File: config.mk
export PLATFORM = sky130hd
export DESIGN_NAME = ihq_seq
export DESIGN_NICKNAME = d
export VERILOG_FILES = /design/src/rtl/core/ihq_pkg.sv /design/src/rtl/core/ihq_seq.sv
export SDC_FILE = /design/constraint.sdc
export NUM_CORES = 1
export LEC_CHECK = 0
export BUFFER_PORTS_ARGS = -buffer_cell sky130_fd_sc_hd__buf_2
export CAP_MARGIN = 10
export CORE_MARGIN = 3
export CORE_UTILIZATION = 52
export DETAILED_ROUTE_END_ITERATION = 6
export GPL_TIMING_DRIVEN = 0
export MAX_ROUTING_LAYER = met4
export PLACE_DENSITY = 0.89
export SKIP_LAST_GASP = 1
export SLEW_MARGIN = 40
export SYNTH_ARGS = -nofsm -noshare
export SYNTH_HDL_FRONTEND = slang
export SYNTH_SLANG_ARGS = --single-unit
File: constraint.sdc
create_clock -name i_clk -period 3.12 [get_ports i_clk]
set_input_delay 0.312 -clock i_clk [delete_from_list [all_inputs] [get_ports i_clk]]
set_output_delay 0.312 -clock i_clk [all_outputs]
set_load 0.05 [all_outputs]
File: src/rtl/core/ihq_pkg.sv
// ----------------------------------------------------------------------------
// ihq_pkg
// Shared types and constants of the indexed min-heap queue: sizes, opcodes,
// status codes, microcode control word and datapath condition flags.
// ----------------------------------------------------------------------------
package ihq_pkg;

    localparam int HEAP_CAPACITY = 256;
    localparam int KEY_BITS      = 32;

    localparam int OPCODE_W      = 2;
    localparam int VERTEX_W      = 8;
    localparam int KEY_IN_W      = 32;
    localparam int STATUS_W      = 3;
    localparam int COUNT_OUT_W   = 9;

    localparam int NUM_VERTICES  = 2 ** VERTEX_W;
    // heap slots 1..HEAP_CAPACITY; count 0..HEAP_CAPACITY
    localparam int SLOT_W        = $clog2(HEAP_CAPACITY + 1);
    localparam int CNT_W         = SLOT_W;

    localparam int UPC_W         = 5;

    typedef logic [UPC_W-1:0] t_upc;

    typedef enum logic [OPCODE_W-1:0] {
        OP_INSERT = 2'd0,
        OP_POP    = 2'd1,
        OP_CHANGE = 2'd2,
        OP_NONE   = 2'd3
    } t_opcode;

    typedef enum logic [STATUS_W-1:0] {
        ST_OK      = 3'd0,
        ST_EMPTY   = 3'd1,
        ST_FULL    = 3'd2,
        ST_ABSENT  = 3'd3,
        ST_PRESENT = 3'd4
    } t_status;

    // jump conditions
    typedef enum logic [3:0] {
        JC_NEVER,
        JC_ALWAYS,
        JC_NO_ACCEPT,
        JC_OPCODE,      // multiway: target + opcode
        JC_PRESENT,
        JC_ABSENT,
        JC_FULL,
        JC_EMPTY,
        JC_ROOT,
        JC_NOT_LESS,
        JC_LAST,
        JC_NO_CHILD,
        JC_CHILD_GE,
        JC_KEY_EQ,
        JC_OUT_BUSY
    } t_jc;

    // heap read port addressing
    typedef enum logic [2:0] {
        RD_NONE,
        RD_ROOT_LAST,
        RD_PARENT,
        RD_CHILDREN,
        RD_SLOT
    } t_rd;

    // heap / map write selection (heap writes always go to the hole slot)
    typedef enum logic [2:0] {
        WR_NONE,
        WR_UNMAP,
        WR_PARENT,
        WR_CHILD,
        WR_ENTRY
    } t_wr;

    // datapath register operations
    typedef enum logic [3:0] {
        DP_NONE,
        DP_LATCH,
        DP_INS_SETUP,
        DP_CHG_SETUP,
        DP_POP_SETUP,
        DP_UP,
        DP_DOWN,
        DP_SET_ST,
        DP_OUT
    } t_dp;

    typedef struct packed {
        logic    ready;
        t_jc     jc;
        t_upc    target;
        t_rd     rd;
        t_wr     wr;
        t_dp     dp;
        t_status st;
    } t_ctl;

    typedef struct packed {
        t_opcode op;
        logic    in_valid;
        logic    present;
        logic    full;
        logic    empty;
        logic    root;
        logic    not_less;
        logic    last;
        logic    no_child;
        logic    child_ge;
        logic    key_eq;
        logic    out_busy;
    } t_flags;

    typedef struct packed {
        logic [KEY_BITS-1:0] key;
        logic [VERTEX_W-1:0] vtx;
    } t_entry;

endpackage

File: src/rtl/core/ihq_seq.sv
// ----------------------------------------------------------------------------
// ihq_seq
// Microcode sequencer: step counter, control store and jump logic.
// ----------------------------------------------------------------------------
module ihq_seq import ihq_pkg::*; (
    input  logic   i_clk,
    input  logic   i_rst_n,
    input  t_flags i_flags,
    output t_ctl   o_ctl
);

    localparam t_upc S_IDLE    = t_upc'(0);
    localparam t_upc S_FETCH   = t_upc'(1);
    localparam t_upc S_DISP    = t_upc'(2);
    localparam t_upc S_JT_INS  = t_upc'(3);   // jump table, one entry per opcode
    localparam t_upc S_JT_POP  = t_upc'(4);
    localparam t_upc S_JT_CHG  = t_upc'(5);
    localparam t_upc S_JT_NOP  = t_upc'(6);
    localparam t_upc S_INS0    = t_upc'(7);
    localparam t_upc S_INS1    = t_upc'(8);
    localparam t_upc S_INS2    = t_upc'(9);
    localparam t_upc S_CHG0    = t_upc'(10);
    localparam t_upc S_CHG1    = t_upc'(11);
    localparam t_upc S_CHG2    = t_upc'(12);
    localparam t_upc S_CHG3    = t_upc'(13);
    localparam t_upc S_CHG4    = t_upc'(14);
    localparam t_upc S_POP0    = t_upc'(15);
    localparam t_upc S_POP1    = t_upc'(16);
    localparam t_upc S_DN0     = t_upc'(17);
    localparam t_upc S_DN1     = t_upc'(18);
    localparam t_upc S_DN2     = t_upc'(19);
    localparam t_upc S_UP0     = t_upc'(20);
    localparam t_upc S_UP1     = t_upc'(21);
    localparam t_upc S_UP2     = t_upc'(22);
    localparam t_upc S_PLACE   = t_upc'(23);
    localparam t_upc S_E_PRES  = t_upc'(24);
    localparam t_upc S_E_FULL  = t_upc'(25);
    localparam t_upc S_E_ABS   = t_upc'(26);
    localparam t_upc S_E_EMPTY = t_upc'(27);
    localparam t_upc S_DONE    = t_upc'(28);
    localparam t_upc S_RET     = t_upc'(29);

    t_upc r_upc;
    t_upc n_upc;
    t_ctl ctl;
    logic take;

    // control store
    always_comb begin
        ctl = '{ready: 1'b0, jc: JC_NEVER, target: S_IDLE, rd: RD_NONE,
                wr: WR_NONE, dp: DP_NONE, st: ST_OK};
        case (r_upc)
            S_IDLE: begin
                ctl.ready  = 1'b1;
                ctl.dp     = DP_LATCH;
                ctl.jc     = JC_NO_ACCEPT;
                ctl.target = S_IDLE;
            end
            S_FETCH: begin
                ctl.rd = RD_ROOT_LAST;
            end
            S_DISP: begin
                ctl.jc     = JC_OPCODE;
                ctl.target = S_JT_INS;
            end
            S_JT_INS: begin
                ctl.jc     = JC_ALWAYS;
                ctl.target = S_INS0;
            end
            S_JT_POP: begin
                ctl.jc     = JC_ALWAYS;
                ctl.target = S_POP0;
            end
            S_JT_CHG: begin
                ctl.jc     = JC_ALWAYS;
                ctl.target = S_CHG0;
            end
            S_JT_NOP: begin
                ctl.jc     = JC_ALWAYS;
                ctl.target = S_DONE;
            end
            S_INS0: begin
                ctl.jc     = JC_PRESENT;
                ctl.target = S_E_PRES;
            end
            S_INS1: begin
                ctl.jc     = JC_FULL;
                ctl.target = S_E_FULL;
            end
            S_INS2: begin
                ctl.dp     = DP_INS_SETUP;
                ctl.jc     = JC_ALWAYS;
                ctl.target = S_UP0;
            end
            S_CHG0: begin
                ctl.jc     = JC_ABSENT;
                ctl.target = S_E_ABS;
            end
            S_CHG1: begin
                ctl.dp = DP_CHG_SETUP;
                ctl.rd = RD_SLOT;
            end
            S_CHG2: begin
                ctl.jc     = JC_KEY_EQ;
                ctl.target = S_DONE;
            end
            S_CHG3: begin
                ctl.jc     = JC_NOT_LESS;
                ctl.target = S_DN0;
            end
            S_CHG4: begin
                ctl.jc     = JC_ALWAYS;
                ctl.target = S_UP0;
            end
            S_POP0: begin
                ctl.jc     = JC_EMPTY;
                ctl.target = S_E_EMPTY;
            end
            S_POP1: begin
                // sole entry: nothing to sift; otherwise fall into sift-down
                ctl.wr     = WR_UNMAP;
                ctl.dp     = DP_POP_SETUP;
                ctl.jc     = JC_LAST;
                ctl.target = S_DONE;
            end
            S_DN0: begin
                ctl.rd     = RD_CHILDREN;
                ctl.jc     = JC_NO_CHILD;
                ctl.target = S_PLACE;
            end
            S_DN1: begin
                ctl.jc     = JC_CHILD_GE;
                ctl.target = S_PLACE;
            end
            S_DN2: begin
                ctl.wr     = WR_CHILD;
                ctl.dp     = DP_DOWN;
                ctl.jc     = JC_ALWAYS;
                ctl.target = S_DN0;
            end
            S_UP0: begin
                ctl.rd     = RD_PARENT;
                ctl.jc     = JC_ROOT;
                ctl.target = S_PLACE;
            end
            S_UP1: begin
                ctl.jc     = JC_NOT_LESS;
                ctl.target = S_PLACE;
            end
            S_UP2: begin
                ctl.wr     = WR_PARENT;
                ctl.dp     = DP_UP;
                ctl.jc     = JC_ALWAYS;
                ctl.target = S_UP0;
            end
            S_PLACE: begin
                ctl.wr     = WR_ENTRY;
                ctl.jc     = JC_ALWAYS;
                ctl.target = S_DONE;
            end
            S_E_PRES: begin
                ctl.dp     = DP_SET_ST;
                ctl.st     = ST_PRESENT;
                ctl.jc     = JC_ALWAYS;
                ctl.target = S_DONE;
            end
            S_E_FULL: begin
                ctl.dp     = DP_SET_ST;
                ctl.st     = ST_FULL;
                ctl.jc     = JC_ALWAYS;
                ctl.target = S_DONE;
            end
            S_E_ABS: begin
                ctl.dp     = DP_SET_ST;
                ctl.st     = ST_ABSENT;
                ctl.jc     = JC_ALWAYS;
                ctl.target = S_DONE;
            end
            S_E_EMPTY: begin
                ctl.dp     = DP_SET_ST;
                ctl.st     = ST_EMPTY;
                ctl.jc     = JC_ALWAYS;
                ctl.target = S_DONE;
            end
            S_DONE: begin
                // waits here while the output register is still occupied
                ctl.dp     = DP_OUT;
                ctl.jc     = JC_OUT_BUSY;
                ctl.target = S_DONE;
            end
            S_RET: begin
                ctl.jc     = JC_ALWAYS;
                ctl.target = S_IDLE;
            end
            default: begin
                ctl.jc     = JC_ALWAYS;
                ctl.target = S_IDLE;
            end
        endcase
    end

    always_comb begin
        case (ctl.jc)
            JC_NEVER:     take = 1'b0;
            JC_ALWAYS:    take = 1'b1;
            JC_NO_ACCEPT: take = !i_flags.in_valid;
            JC_OPCODE:    take = 1'b1;
            JC_PRESENT:   take = i_flags.present;
            JC_ABSENT:    take = !i_flags.present;
            JC_FULL:      take = i_flags.full;
            JC_EMPTY:     take = i_flags.empty;
            JC_ROOT:      take = i_flags.root;
            JC_NOT_LESS:  take = i_flags.not_less;
            JC_LAST:      take = i_flags.last;
            JC_NO_CHILD:  take = i_flags.no_child;
            JC_CHILD_GE:  take = i_flags.child_ge;
            JC_KEY_EQ:    take = i_flags.key_eq;
            JC_OUT_BUSY:  take = i_flags.out_busy;
            default:      take = 1'b0;
        endcase
    end

    always_comb begin
        if (!take) begin
            n_upc = r_upc + t_upc'(1);
        end else if (ctl.jc == JC_OPCODE) begin
            n_upc = ctl.target + t_upc'(i_flags.op);
        end else begin
            n_upc = ctl.target;
        end
    end

    always_ff @(posedge i_clk) begin
        if (!i_rst_n) begin
            r_upc <= S_IDLE;
        end else begin
            r_upc <= n_upc;
        end
    end

    assign o_ctl = ctl;

endmodule

==> run_results.csv <==
group,metric,value,unit
floorplan,rows,17,
clock_network,root_buffer,"clkbuf_4",
yosys,synthAdderAreaFrac,0.0841,
setup_path,critical_path_class,"flip-flop to flip-flop",
placement,place.gp.congestion,0.953,
floorplan,fp.dieH,55.6,µm
final_layout,final_cell_mix,"42 x buf_2, 14 x inv_1, 13 x nor2_1, 13 x nand2b_1",
timing,max-slew-margin-rel,0.507,
setup_path,cp.required,3.26,ns
yosys,synthMuxAreaShare,0.0792,
global_route,grt_max_degree,11,
yosys,netlist-cell-type-count,56,
clock_network,cts_num_sinks,5,
clock_network,cts_tree,"done",
run_status,outcome,"completed",
routing,wl_per_cell,15.9,µm
yosys,synth_area,0.00128,mm²
clock_network,clkTransAtPathRegs,0.05,ns
clock_network,htreeDepth,1,
routing,vias,1618,
placement,dp_hpwl,2980,µm
yosys,synth_warnings,0,
setup_path,startpoint_type,"flip-flop",
setup_path,arrival,3.13,ns
yosys,async_flop_share,0,
timing,setup_viol,0,
yosys,synth_edf_count,0,
timing,fin_skew,0.00501,ns
clock_network,worstSkewPairLatency,0.26,ns
floorplan,fp.coreArea,0.00228,mm²
hold_path,min-delay-path-class,"input pin to flip-flop",
yosys,synth-compound-area-share,0.316,
timing,min_period,2.98,ns
yosys,ys_ff_latch,5,
global_route,grt_pass1_vias,1489,
final_layout,largest_register,"r_upc",
global_route,grt_pass1_wl,6490,µm
timing,hold_violations,0,
floorplan,num_io_pins,38,
clock_network,clockBufferDepth,2,
final_layout,finalNetCount,250,
yosys,postSynthCellCount,185,
timing,period_share,0.956,
yosys,synth_ff_type,"dfxtp_1",
final_layout,reg_top3,"r_upc (5)",
timing,worst_slew_pin_slew,0.728,ns
timing,slew_violations,0,
yosys,avgSynthCellArea,6.92,µm²
yosys,yosysSeqAreaShare,0.0782,
routing,drc,0,
final_layout,largest_register_ffs,5,
routing,drt_iter0_drc,64,
final_layout,drive_above_1_share,0.323,
clock_network,numCtsBuffers,3,
timing,rsz0062_at_grt,"no",
setup_path,crit_path_max_fanout,10,
yosys,synth-xor-area-share,0.0411,
yosys,yosys.area_share.simple,0.305,
routing,ant_nets,0,
run,cap_violations,0,
routing,via_per_inst,6.37,
global_route,grt.overflow.total,0,
floorplan,die_area,0.00309,mm²
routing,dr.pass1.iters,4,
final_layout,n_fill_cell,205,
global_route,grt_antenna_before_repair,0,
floorplan,initial_core_util,0.562,
final_layout,utilization,0.710,
yosys,synth_top_family_by_area,"compound AO/OA/AOI/OAI gates",
timing,max_freq,335,MHz
global_route,track_usage,0.259,
routing,drt-total-wl,4040,µm
yosys,syn_nets,208,
final_layout,area_growth,26.2,%
setup_path,end_kind,"flip-flop",
placement,io_buffers,36,
floorplan,die_w,55.6,µm
final_layout,layout_commonest_cell,"buf_2",
final_layout,n_antenna_cell,0,
## per-stage QoR
step | cells | hold WS (ns) | instance area (µm²) | TNS (ns) | setup slack [ns]
5_1_grt | 254 | 0.472 | 1620 | 0 | 0.0150
6_report | 254 | 0.451 | 1620 | 0 | 0.138
3_3_place_gp | 249 | 0.634 | 1500 | -0.475 | -0.103
2_1_floorplan | 185 | 0.580 | 1280 | 0 | 0.00909
4_1_cts | 253 | 0.440 | 1540 | 0 | 0.0177
3_5_place_dp | 249 | 0.644 | 1500 | -0.944 | -0.228
## cells by family after synthesis
family                   count (synthesis)
AND/OR/NAND/NOR                         70
AO/OA/AOI/OAI                           56
buffers and inverters                   30
multiplexers                            10
adder cells (fa/ha/maj)                  8
XOR/XNOR                                 6
flip-flops                               5
## routing by layer
layer	global-route usage	share of wire	vias up	routed length [µm]
li1	-	-	758	-
met1	0.330	0.41	744	1640
met2	0.395	0.47	103	1880
met3	0.0603	0.11	13	428
met4	0.101	0.023	0	93
met5	-	0	-	0
## timing repair
item / 4_1_cts / 5_1_grt
endpoints found under the setup margin: 5 / 7
hold buffers: 0 / 0
setup buffers: 0 / 2
gates resized for setup: 3 / 16
pin swaps: 0 / 4
## synthesized netlist by cell type (all sizes together), types with 2 or more instances
| cell | count | share of area |
|---|---|---|
| a31oi | 2 | 0.0098 |
| xnor2 | 4 | 0.027 |
| ha | 7 | 0.068 |
| a21o | 2 | 0.012 |
| dfxtp | 5 | 0.078 |
| nand3 | 10 | 0.039 |
| a311oi | 2 | 0.014 |
| inv | 16 | 0.047 |
| o211ai | 3 | 0.018 |
| nor3 | 4 | 0.016 |
| o21ai | 10 | 0.039 |
| clkbuf | 3 | 0.0088 |
| a211oi | 4 | 0.027 |
| o32ai | 2 | 0.014 |
| nor2 | 15 | 0.050 |
| and3 | 2 | 0.0098 |
| xor2 | 2 | 0.014 |
| nand2 | 12 | 0.035 |
| nor4 | 3 | 0.026 |
| nor2b | 4 | 0.020 |
| o31ai | 2 | 0.012 |
| buf | 11 | 0.041 |
| o311ai | 2 | 0.020 |
| a21oi | 12 | 0.047 |
| o22a | 2 | 0.014 |
| mux2i | 9 | 0.070 |
| nand2b | 13 | 0.064 |
| a221o | 2 | 0.016 |
## worst max-delay path, stage by stage (launching register included)
cell,delay (ns)
dfxtp_1,0.38
ha_2,0.25
clkbuf_4,0.23
inv_1,0.11
nor3_2,0.15
ha_2,0.26
a31oi_1,0.07
nand3_2,0.12
ha_1,0.17
inv_1,0.05
fa_1,0.37
nor4_2,0.31
xnor2_1,0.15
o21ai_1,0.10
o311a_1,0.14
## final timing paths
check | depth (start not counted) | endpoint | start | slack, ns
worst max-delay path | 14 | r_upc[2] | r_upc[1] | 0.14
worst min register to register | 3 | r_upc[0] | r_upc[0] | 0.63
worst min-delay path | 2 | r_upc[2] | i_rst_n | 0.45
worst max register to register | 14 | r_upc[2] | r_upc[1] | 0.14
## area by class of cell
| type | instances | area (µm²) | share of cell area |
|---|---|---|---|
| multi-input cells | 150 | 1130 | 0.701 |
| repair buffers | 38 | 195 | 0.121 |
| flip-flops and latches | 5 | 101 | 0.0627 |
| plain buffers | 13 | 65.1 | 0.0403 |
| inverters | 16 | 60.1 | 0.0372 |
| well taps | 28 | 35.0 | 0.0217 |
| clock buffers | 4 | 26.3 | 0.0163 |
Power is not shown: default switching activity piles up to over one toggle a cycle in this logic, so the estimate is an artifact.
